## src/rtl/ancc_pkg.sv

```systemverilog
`timescale 1ns / 1ps
`default_nettype none

package ancc_pkg;

	localparam int USER_NAME_CAP   = 64;
	localparam int GROUP_NAME_CAP  = 64;
	localparam int MAX_PAYLOAD_LEN = 4096;

	// position saturates one above the limit, so it must hold MAX_PAYLOAD_LEN + 1
	localparam int POS_W   = $clog2(MAX_PAYLOAD_LEN + 2);
	localparam int UCNT_W  = $clog2(USER_NAME_CAP + 1);
	localparam int GCNT_W  = $clog2(GROUP_NAME_CAP + 1);
	localparam int TAG_LEN = 5;
	localparam int MIN_LEN = 6;

	localparam logic [7:0] LOOPBACK_NET = 8'd127;
	localparam logic [7:0] CHAR_SPACE   = 8'h20;
	localparam logic [7:0] CHAR_NUL     = 8'h00;

	typedef enum logic [1:0] {
		PEER_NONE  = 2'd0,
		PEER_IPV4  = 2'd1,
		PEER_IPV6  = 2'd2,
		PEER_LOCAL = 2'd3
	} peer_kind_t;

	typedef enum logic [2:0] {
		PH_TAG   = 3'd0,
		PH_USKIP = 3'd1,
		PH_UTOK  = 3'd2,
		PH_GSKIP = 3'd3,
		PH_GTOK  = 3'd4,
		PH_DONE  = 3'd5
	} phase_t;

	typedef enum logic [2:0] {
		ST_OK        = 3'd0,
		ST_PEER      = 3'd1,
		ST_MALFORMED = 3'd2,
		ST_BAD_GROUP = 3'd3,
		ST_BAD_USER  = 3'd4
	} status_t;

	typedef struct packed {
		logic [7:0]  data_byte;
		logic        first_byte;
		logic        last_byte;
		logic [1:0]  peer_kind;
		logic [63:0] peer_addr_high;
		logic [63:0] peer_addr_low;
	} cred_beat_t;

	typedef struct packed {
		logic [2:0]  status;
		logic [11:0] user_offset;
		logic [5:0]  user_length;
		logic [11:0] group_offset;
		logic [5:0]  group_length;
	} verdict_beat_t;

	// "unix" followed by NUL
	function automatic logic [7:0] tag_byte(input logic [2:0] idx);
		logic [7:0] c;
		unique case (idx)
			3'd0:    c = 8'h75;
			3'd1:    c = 8'h6e;
			3'd2:    c = 8'h69;
			3'd3:    c = 8'h78;
			default: c = 8'h00;
		endcase
		return c;
	endfunction

	// [A-Za-z0-9_.@+-]
	function automatic logic name_byte_ok(input logic [7:0] b);
		return (b >= 8'h41 && b <= 8'h5a) || (b >= 8'h61 && b <= 8'h7a) ||
			(b >= 8'h30 && b <= 8'h39) || b == 8'h5f || b == 8'h2d ||
			b == 8'h2e || b == 8'h40 || b == 8'h2b;
	endfunction

	function automatic logic peer_is_loopback(input logic [1:0] kind,
			input logic [63:0] hi, input logic [63:0] lo);
		logic r;
		unique case (kind)
			PEER_IPV4:  r = (lo[31:24] == LOOPBACK_NET);
			PEER_IPV6:  r = (hi == 64'd0) && (lo == 64'd1);
			PEER_LOCAL: r = 1'b1;
			default:    r = 1'b0;
		endcase
		return r;
	endfunction

endpackage

`default_nettype wire

```

## src/rtl/asserted_name_credential_check_top.sv

```systemverilog
`timescale 1ns / 1ps
`default_nettype none
// Credential checker: one payload byte per beat, one verdict per credential.
// Throughput: one byte per cycle; a byte sits in the input register, then the
// parse state and verdict update in one pass into the output register. A held,
// stalled verdict stalls the next byte until it is taken.
// The last byte is registered first, then its verdict in the output register.
// Reset: async active low; frame state returns to the tag phase, trust_remote = 0.

module asserted_name_credential_check_top (
	input  wire                     clk,
	input  wire                     arst_n,
	input  wire                     cred_valid,
	output logic                    cred_stall,
	input  ancc_pkg::cred_beat_t    cred,
	output logic                    verdict_valid,
	input  wire                     verdict_stall,
	output ancc_pkg::verdict_beat_t verdict,
	input  wire                     cfg_we,
	input  wire                     cfg_wdata
);

	logic                    trust_remote_q;
	logic                    cred_vld_s1;
	ancc_pkg::cred_beat_t    cred_s1;
	logic                    verdict_vld_q;
	ancc_pkg::verdict_beat_t verdict_q;

	logic                    advance, cred_take, beat_fire, verdict_fire;
	ancc_pkg::verdict_beat_t verdict_d;

	// output register frees up when empty or when its beat is taken
	assign advance    = !verdict_vld_q || !verdict_stall;
	assign cred_stall = cred_vld_s1 && !advance;
	assign cred_take  = cred_valid && !cred_stall;
	assign beat_fire  = cred_vld_s1 && advance;

	ancc_parse u_parse (
		.clk          (clk),
		.arst_n       (arst_n),
		.beat_fire    (beat_fire),
		.beat         (cred_s1),
		.trust_remote (trust_remote_q),
		.verdict_fire (verdict_fire),
		.verdict      (verdict_d)
	);

	always_ff @(posedge clk or negedge arst_n) begin
		if (!arst_n) begin
			trust_remote_q <= 1'b0;
			cred_vld_s1    <= 1'b0;
			verdict_vld_q  <= 1'b0;
		end else begin
			if (cfg_we)
				trust_remote_q <= cfg_wdata;
			if (cred_take)
				cred_vld_s1 <= 1'b1;
			else if (advance)
				cred_vld_s1 <= 1'b0;
			if (verdict_fire)
				verdict_vld_q <= 1'b1;
			else if (!verdict_stall)
				verdict_vld_q <= 1'b0;
		end
	end

	always_ff @(posedge clk) begin
		if (cred_take)
			cred_s1 <= cred;
		if (verdict_fire)
			verdict_q <= verdict_d;
	end

	assign verdict_valid = verdict_vld_q;
	assign verdict       = verdict_q;

endmodule

`default_nettype wire

```

## src/rtl/ancc_parse.sv

```systemverilog
`timescale 1ns / 1ps
`default_nettype none

module ancc_parse (
	input  wire                   clk,
	input  wire                   arst_n,
	input  wire                   beat_fire,
	input  ancc_pkg::cred_beat_t  beat,
	input  wire                   trust_remote,
	output logic                  verdict_fire,
	output ancc_pkg::verdict_beat_t verdict
);

	logic [ancc_pkg::POS_W-1:0]  pos_q, pos_e, pos_n;
	ancc_pkg::phase_t            phase_q, phase_e, phase_n;
	logic                        peer_q, peer_e, peer_n;
	logic                        tag_q, tag_e, tag_n;
	logic [ancc_pkg::POS_W-1:0]  ustart_q, ustart_e, ustart_n;
	logic [ancc_pkg::UCNT_W-1:0] ucnt_q, ucnt_e, ucnt_n;
	logic                        ubad_q, ubad_e, ubad_n;
	logic [ancc_pkg::POS_W-1:0]  gstart_q, gstart_e, gstart_n;
	logic [ancc_pkg::GCNT_W-1:0] gcnt_q, gcnt_e, gcnt_n;
	logic                        gbad_q, gbad_e, gbad_n;

	logic [7:0] b;
	logic       is_nul, is_space, b_ok;
	ancc_pkg::status_t st;

	assign b        = beat.data_byte;
	assign is_nul   = (b == ancc_pkg::CHAR_NUL);
	assign is_space = (b == ancc_pkg::CHAR_SPACE);
	assign b_ok     = ancc_pkg::name_byte_ok(b);

	// first_byte drops whatever frame was in progress
	assign pos_e    = beat.first_byte ? '0 : pos_q;
	assign phase_e  = beat.first_byte ? ancc_pkg::PH_TAG : phase_q;
	assign peer_e   = beat.first_byte ? 1'b0 : peer_q;
	assign tag_e    = beat.first_byte ? 1'b1 : tag_q;
	assign ustart_e = beat.first_byte ? '0 : ustart_q;
	assign ucnt_e   = beat.first_byte ? '0 : ucnt_q;
	assign ubad_e   = beat.first_byte ? 1'b0 : ubad_q;
	assign gstart_e = beat.first_byte ? '0 : gstart_q;
	assign gcnt_e   = beat.first_byte ? '0 : gcnt_q;
	assign gbad_e   = beat.first_byte ? 1'b0 : gbad_q;

	// phase transitions
	always_comb begin
		phase_n = phase_e;
		unique case (phase_e)
			ancc_pkg::PH_TAG: begin
				if (pos_e >= ancc_pkg::POS_W'(ancc_pkg::TAG_LEN - 1))
					phase_n = ancc_pkg::PH_USKIP;
			end
			ancc_pkg::PH_USKIP: begin
				if (is_nul)
					phase_n = ancc_pkg::PH_DONE;
				else if (!is_space)
					phase_n = ancc_pkg::PH_UTOK;
			end
			ancc_pkg::PH_UTOK: begin
				if (is_space)
					phase_n = ancc_pkg::PH_GSKIP;
				else if (is_nul)
					phase_n = ancc_pkg::PH_DONE;
			end
			ancc_pkg::PH_GSKIP: begin
				if (is_nul)
					phase_n = ancc_pkg::PH_DONE;
				else if (!is_space)
					phase_n = ancc_pkg::PH_GTOK;
			end
			ancc_pkg::PH_GTOK: begin
				if (is_space || is_nul)
					phase_n = ancc_pkg::PH_DONE;
			end
			default: phase_n = phase_e;
		endcase
	end

	// token bookkeeping
	always_comb begin
		peer_n   = peer_e;
		tag_n    = tag_e;
		ustart_n = ustart_e;
		ucnt_n   = ucnt_e;
		ubad_n   = ubad_e;
		gstart_n = gstart_e;
		gcnt_n   = gcnt_e;
		gbad_n   = gbad_e;

		if (pos_e == '0)
			peer_n = ancc_pkg::peer_is_loopback(beat.peer_kind, beat.peer_addr_high,
				beat.peer_addr_low);

		if (pos_e <= ancc_pkg::POS_W'(ancc_pkg::MAX_PAYLOAD_LEN))
			pos_n = pos_e + 1'b1;
		else
			pos_n = pos_e;

		unique case (phase_e)
			ancc_pkg::PH_TAG: begin
				if (pos_e < ancc_pkg::POS_W'(ancc_pkg::TAG_LEN) &&
						b != ancc_pkg::tag_byte(pos_e[2:0]))
					tag_n = 1'b0;
			end
			ancc_pkg::PH_USKIP: begin
				if (is_nul) begin
					ustart_n = pos_e;
				end else if (!is_space) begin
					ustart_n = pos_e;
					ucnt_n   = ancc_pkg::UCNT_W'(1);
					ubad_n   = !b_ok;
				end
			end
			ancc_pkg::PH_UTOK: begin
				if (!is_space && !is_nul) begin
					if (ucnt_e < ancc_pkg::UCNT_W'(ancc_pkg::USER_NAME_CAP))
						ucnt_n = ucnt_e + 1'b1;
					if (!b_ok)
						ubad_n = 1'b1;
				end
			end
			ancc_pkg::PH_GSKIP: begin
				if (!is_nul && !is_space) begin
					gstart_n = pos_e;
					gcnt_n   = ancc_pkg::GCNT_W'(1);
					gbad_n   = !b_ok;
				end
			end
			ancc_pkg::PH_GTOK: begin
				if (!is_space && !is_nul) begin
					if (gcnt_e < ancc_pkg::GCNT_W'(ancc_pkg::GROUP_NAME_CAP))
						gcnt_n = gcnt_e + 1'b1;
					if (!b_ok)
						gbad_n = 1'b1;
				end
			end
			default: ;
		endcase
	end

	// verdict from the state after this byte; length = pos + 1
	always_comb begin
		priority if (!trust_remote && !peer_n)
			st = ancc_pkg::ST_PEER;
		else if (!tag_n || pos_e < ancc_pkg::POS_W'(ancc_pkg::MIN_LEN - 1) ||
				pos_e >= ancc_pkg::POS_W'(ancc_pkg::MAX_PAYLOAD_LEN))
			st = ancc_pkg::ST_MALFORMED;
		else if (gcnt_n != '0 &&
				(gcnt_n >= ancc_pkg::GCNT_W'(ancc_pkg::GROUP_NAME_CAP) || gbad_n))
			st = ancc_pkg::ST_BAD_GROUP;
		else if (ucnt_n == '0 || ucnt_n >= ancc_pkg::UCNT_W'(ancc_pkg::USER_NAME_CAP) ||
				ubad_n)
			st = ancc_pkg::ST_BAD_USER;
		else
			st = ancc_pkg::ST_OK;

		verdict.status = st;
		if (st == ancc_pkg::ST_OK) begin
			verdict.user_offset  = 12'(ustart_n);
			verdict.user_length  = 6'(ucnt_n);
			verdict.group_offset = (gcnt_n != '0) ? 12'(gstart_n) : 12'd0;
			verdict.group_length = 6'(gcnt_n);
		end else begin
			verdict.user_offset  = '0;
			verdict.user_length  = '0;
			verdict.group_offset = '0;
			verdict.group_length = '0;
		end
	end

	assign verdict_fire = beat_fire && beat.last_byte;

	always_ff @(posedge clk or negedge arst_n) begin
		if (!arst_n) begin
			pos_q    <= '0;
			phase_q  <= ancc_pkg::PH_TAG;
			peer_q   <= 1'b0;
			tag_q    <= 1'b1;
			ustart_q <= '0;
			ucnt_q   <= '0;
			ubad_q   <= 1'b0;
			gstart_q <= '0;
			gcnt_q   <= '0;
			gbad_q   <= 1'b0;
		end else if (beat_fire) begin
			if (beat.last_byte) begin
				pos_q    <= '0;
				phase_q  <= ancc_pkg::PH_TAG;
				peer_q   <= 1'b0;
				tag_q    <= 1'b1;
				ustart_q <= '0;
				ucnt_q   <= '0;
				ubad_q   <= 1'b0;
				gstart_q <= '0;
				gcnt_q   <= '0;
				gbad_q   <= 1'b0;
			end else begin
				pos_q    <= pos_n;
				phase_q  <= phase_n;
				peer_q   <= peer_n;
				tag_q    <= tag_n;
				ustart_q <= ustart_n;
				ucnt_q   <= ucnt_n;
				ubad_q   <= ubad_n;
				gstart_q <= gstart_n;
				gcnt_q   <= gcnt_n;
				gbad_q   <= gbad_n;
			end
		end
	end

endmodule

`default_nettype wire
```

## config.mk

```make
export PLATFORM = sky130hd
export DESIGN_NAME = asserted_name_credential_check_top
export DESIGN_NICKNAME = d
export VERILOG_FILES = /design/src/rtl/ancc_pkg.sv /design/src/rtl/asserted_name_credential_check_top.sv /design/src/rtl/ancc_parse.sv
export SDC_FILE = /design/constraint.sdc
export NUM_CORES = 1
export LEC_CHECK = 0
export BUFFER_PORTS_ARGS = -buffer_cell sky130_fd_sc_hd__buf_2
export CORE_MARGIN = 2
export CORE_UTILIZATION = 60
export DETAILED_ROUTE_END_ITERATION = 10
export PLACE_DENSITY = 0.85
export SLEW_MARGIN = 20
export SYNTH_ARGS = -nofsm -noshare
export SYNTH_HDL_FRONTEND = slang
export SYNTH_HIERARCHICAL = 1
export SYNTH_SLANG_ARGS = --single-unit
export TNS_END_PERCENT = 10
```

## constraint.sdc

```tcl
create_clock -name clk -period 6.18 [get_ports clk]
set_clock_uncertainty 0.05 [all_clocks]
set_input_delay 0.618 -clock clk [delete_from_list [all_inputs] [get_ports clk]]
set_output_delay 0.618 -clock clk [all_outputs]
set_load 0.02 [all_outputs]
```

[After elaboration in Yosys (flattened, before gate mapping)]
Index checks and enable logic that the tools add are counted.
Widths: inputs -> output; s select.
Word-level totals
  register bits after elaboration: 242
  latch bits: 0
  RAM bits: 0
  memory bits (read-only): 0
  input bits: 146
  output and inout port bits: 41
  logic and storage cells: 174
  memories kept: 0
Operators by class
  add/sub/neg operators: 3
  multiply operators: 0
  div/mod/pow operators: 0
  $lt $le $gt $ge: 14
  eq/ne operators: 20
  shift-type cells: 0
  multiplexer cells: 67
  bitwise operators: 0
  reduce and logical (&&, ||, !) cells: 46
Operator list (number)
  $mux 13: 12
  $mux 7: 11
  $eq 64x1->1 const B: 1
  $logic_not 64->1: 1
  $mux 3: 14
  $eq 8x6->1 const B: 4
  $pmux 7 s2: 2
  $pmux 7 s4: 1
  $eq 8x7->1 const B: 3
  $mux 1: 22
  $ge 8x7->1 const B: 2
  $le 8x7->1 const B: 2
  $pmux 3 s5: 1
  $add 7x1->7 const B: 2
  $ge 7x7->1 const B: 2
  $logic_or 1x1->1: 14
  $lt 7x7->1 const B: 2
  $add 13x1->13 const B: 1
  $ge 13x13->1 const B: 1
  $ge 13x3->1 const B: 1
  $le 13x13->1 const B: 1
  $logic_not 13->1: 1
  $lt 13x3->1 const B: 1
  $eq 3x2->1 const B: 4
  19 further kinds: 44

[Logic depth before layout (Yosys ltp)]
  depth after elaboration: 20
  depth in mapped cells: 14
  depth with buffers taken out: 12

[Hierarchy]
Netlist, hierarchy kept.
Modules (own cells, without submodules)
  asserted_name_credential_check_top: times used 1, cells each 189, area an instance 5507.8 µm², sequential area each 5450.2 µm²
  ancc_parse: times used 1, cells each 629, area an instance 5144.9 µm², sequential area each 1452.6 µm²

[Least setup slack after synthesis]
Ideal clock, no wire load.
  path kind: input port to flip-flop
  from: input port verdict_stall
  to: register cred_s1[0] (netlist bit) (enable)
  setup time: 0.516 ns
  data arrival time: 3.910 ns
  data required time: 5.614 ns
  setup slack: 1.705 ns
  stages on the path: 2
  path buffers: 0
  path through: nand3_2 -> and2_1
Between the ends
  word-level cells in the longest chain between the ends: 6
RTL lines
  start, declared: line asserted_name_credential_check_top.sv:17  | input wire verdict_stall,
  $logic_not 1->1
  $logic_or 1x1->1: line asserted_name_credential_check_top.sv:33  | assign advance = !verdict_vld_q || !verdict_stall;
  $logic_not 1->1: line asserted_name_credential_check_top.sv:34  | assign cred_stall = cred_vld_s1 && !advance;
  $logic_and 1x1->1: line asserted_name_credential_check_top.sv:34
  $logic_not 1->1: line asserted_name_credential_check_top.sv:35  | assign cred_take = cred_valid && !cred_stall;
  $logic_and 1x1->1: line asserted_name_credential_check_top.sv:35
  net cred_take: line asserted_name_credential_check_top.sv:29  | logic advance, cred_take, beat_fire, verdict_fire;
  end signal, assigned: line asserted_name_credential_check_top.sv:69  | cred_s1 <= cred;
  end, declared: line asserted_name_credential_check_top.sv:25  | ancc_pkg::cred_beat_t cred_s1;
The timed path passes the listed nets, and every way through them passes these cells.
A chain may end at the register's enable or synchronous reset.

[Final worst setup path]
  from: register cred_s1[131] (netlist bit)
  to: register verdict_q, in the netlist verdict[6], data pin
Between the ends
  word-level cells in the longest chain between the ends: 15
  elaborated cells on any way between the ends: 71
  those cells by class: 2 x add/sub; 6 x order compare; 8 x eq/ne; 38 x mux; 17 x reduce/logical
RTL lines
  parallel branches: the longest is 15 deep, another holds $add 7x1->7
  end signal, assigned: line asserted_name_credential_check_top.sv:71  | verdict_q <= verdict_d;
  end, declared: line asserted_name_credential_check_top.sv:27  | ancc_pkg::verdict_beat_t verdict_q;
Several ways; the timed one is not identified. The select of a mux whose other input is x is not followed.

==> flow_metrics.py <==
metrics = {
    "detailed_routing": {
        "drt-vias-per-instance": 6.19,
        "drtIter0Drc": 647,
        "drc_errors": 0,
        "ant_nets": 0,
        "num_vias": 7565,
        "wire_per_inst_um": 19.6,
        "dr.pass1.iters": 5,
        "wl_um": 24000,
    },
    "cells_and_area": {
        "nFillCells": 1131,
        "final_util_pct": 71.7,
        "layout-drive-gt1-share_pct": 29.6,
        "area_growth_pct": 16.9,
        "final_common_cell": "buf_2",
        "nets": 1132,
        "final_cell_mix": "buf_2, edfxtp_1, dfrtp_1",
        "diodes": 0,
    },
    "synth": {
        "synth_xor_xnor_area_share_pct": 0.247,
        "synth_top_family_by_area": "simple AND/OR/NAND/NOR gates",
        "ys_ff_latch": 240,
        "syn_inst": 818,
        "synth.distinct_cells": 87,
        "yosysSeqAreaShare_pct": 64.8,
        "synth.avg_cell_area_um2": 13.0,
        "syn-num-nets": 971,
        "synth_compound_area_share_pct": 13.2,
        "yosys.area_share.adder_pct": 0.822,
        "async_reset_ff_share_pct": 25.4,
        "ys_warn_count": 6,
        "synth-simple-area-share_pct": 15.5,
        "synth_mux_area_share_pct": 0.658,
        "synth_flop_cell": "edfxtp_1",
        "synthesis.area_um2": 10700,
        "synth_enable_flop_cells": 179,
    },
    "clock_network": {
        "cts_tree": "yes",
        "root_buffer": "clkbuf_16",
        "ctsResizeCount": 0,
        "cts_buffer_depth": 3,
        "cts_buffers": 25,
        "path_clk_slew_ns": 0.06,
        "clk_latency_ns": 0.53,
        "postCtsSetupRepairBufs": 0,
        "htreeDepth": 1,
        "clkSinkCount": 240,
        "hold_buffers": 0,
    },
    "floorplanning": {
        "die_w_um": 137,
        "dieArea_um2": 18800,
        "num_rows": 48,
        "fp.dieH_um": 137,
        "coreArea_um2": 17400,
        "io_pins": 187,
        "start_util_pct": 61.4,
    },
    "sta": {
        "worst_slew_pin_slew_ns": 1.11,
        "finalCriticalPeriod_ns": 3.71,
        "slew_headroom_pct": 25.9,
        "fin_setup_tns_ns": 0,
        "setup-violations-final": 0,
        "holdWs_ns": 0.202,
        "final_max_slew_viol_count": 0,
        "timing.final.crit_share_pct": 60.0,
        "timing.final.hold_violations": 0,
        "rsz0062_at_grt": "no",
        "fmax_mhz": 270,
    },
    "global_routing": {
        "antenna_found_initial": 1,
        "grt_pass1_vias": 7327,
        "use_met1_pct": 34.7,
        "grt_pass1_wl_um": 37600,
        "grt_max_degree": 74,
        "met3_usage_pct": 7.14,
        "grt.total_usage_pct": 25.8,
        "met2_usage_pct": 42.2,
        "busiest_layer": "met2",
        "overflow": 0,
    },
    "power": {
        "powerDensity_nw_per_um2": 286,
        "p_sw_share_pct": 22.7,
        "p_sw_mw": 0.808,
        "power.internal_mw": 2.75,
        "leakagePower_nw": 4.59,
        "ir_drop_uv": 298,
        "p_comb_share_pct": 6.6,
        "clock_power_share_pct": 40.8,
        "seqPwrFrac_pct": 52.6,
    },
    "job": {
        "drv_cap": 0,
    },
    "placement": {
        "io_buffers": 186,
        "gp_congestion": 0.875,
        "hpwl_um": 15500,
    },
    "status": {
        "status": "completed",
    },
    "critical_path": {
        "setup.worst_path.end_class": "register",
        "worstPathRequired_ns": 6.44,
        "crit_fanout": 40,
        "worstSetupStartpointType": "register",
        "crit_arrival_ns": 3.97,
        "critPathKind": "reg -> reg",
    },
    "min_path": {
        "hold_class": "in -> async",
    },
}
==> worst paths after layout <==
| path | depth (start not counted) | slack [ns] | from | endpoint |
|---|---|---|---|---|
| max reg2reg | 10 | 2.47 | cred_s1[131] | verdict[6] |
| min in group clk | 1 | 0.21 | cred[33] | cred_s1[33] |
| min reg2reg | 1 | 0.47 | u_parse/peer_q | u_parse/peer_q |
| max in group asynchronous | 2 | 5.34 | arst_n | u_parse/pos_q[8] |
| min | 2 | 0.20 | arst_n | u_parse/ucnt_q[2] |
| max | 10 | 2.47 | cred_s1[131] | verdict[6] |
==> kinds of logic after synthesis <==
family,after synthesis
AND/OR/NAND/NOR,244
flip-flops,240
AO/OA/AOI/OAI,201
buffers and inverters,117
adder cells (fa/ha/maj),7
multiplexers,6
XOR/XNOR,3
==> area by class of cell <==
class	count	area (µm²)	share of cell area [%]
inverters	56	210	1.69
clock inverters	16	154	1.24
well taps	225	282	2.26
multi-input cells	461	3260	26.2
clock buffers	30	644	5.18
repair buffers	195	998	8.02
flip-flops and latches	240	6900	55.5
==> critical path, cell delays in order, from the launching register on <==
cell and delay (ns):
edfxtp_1 0.32, buf_4 0.41, inv_2 0.27, nand2_1 0.18
ha_1 0.30, nor3b_1 0.22, nand4_1 0.17, a21oi_1 0.22
o21bai_1 0.14, nand4b_4 0.67, nor4b_1 0.51
==> cell usage after synthesis (3+ instances only) <==
library cell	count	share of area (%)
o22ai_1	51	3.0
a22oi_1	50	3.5
edfxtp_1	179	50
buf_6	7	0.74
nor3_1	12	0.56
a311oi_1	4	0.33
clkbuf_1	41	1.4
buf_2	9	0.42
nor4b_1	6	0.49
a21oi_1	19	0.89
nor2b_1	11	0.65
o21ai_0	18	0.85
a31oi_1	12	0.70
nor4_1	39	2.3
a22o_1	3	0.25
nand4_1	19	1.1
nand2b_1	8	0.47
o31ai_1	6	0.42
nor3_2	21	2.0
nor4b_2	11	1.6
and3_1	5	0.29
ha_1	7	0.82
and2_1	6	0.35
inv_1	55	1.9
nor2_1	35	1.2
nand2_1	36	1.3
mux2i_1	3	0.28
nor3b_1	4	0.28
nand3_1	6	0.28
o41ai_1	3	0.25
dfrtp_1	60	14
and4_1	4	0.33
==> per-stage QoR <==
step | power, mW | std cells | worst slack, ns | cell area (µm²)
after floorplan | 2.04 | 818 | 1.70 | 10700
after global placement | 2.13 | 1177 | 2.71 | 11600
after detailed placement | 2.14 | 1177 | 2.54 | 11600
after CTS | 3.59 | 1223 | 2.52 | 12400
after global routing | 3.68 | 1223 | 2.17 | 12400
final | 3.56 | 1223 | 2.47 | 12400
==> power by group through the flow <==
stage | Clock [mW] | Combinational, mW | Sequential, mW
4_1_cts | 1.48 | 0.233 | 1.87
6_report | 1.45 | 0.234 | 1.87
3_5_place_dp | 0 | 0.230 | 1.91
2_1_floorplan | 0 | 0.125 | 1.91
3_3_place_gp | 0 | 0.224 | 1.90
5_1_grt | 1.54 | 0.256 | 1.88
==> flip-flops by register name, summed over array words and instances (netlist names), 3 cells and up <==
register / flops
cred_s1: 140
u_parse/pos_q: 13
u_parse/ucnt_q: 7
u_parse/phase_q: 3
u_parse/gcnt_q: 7
u_parse/gstart_q: 12
verdict: 39
u_parse/ustart_q: 12
==> per-layer routing <==
| metal | wire length, µm | up-vias |
|---|---|---|
| met1 | 9770 | 3661 |
| met3 | 2230 | 35 |
| met5 | 0 | - |
| met2 | 11500 | 370 |
| met4 | 466 | 0 |
| li1 | - | 3499 |
(Power assumes the default switching activity.)
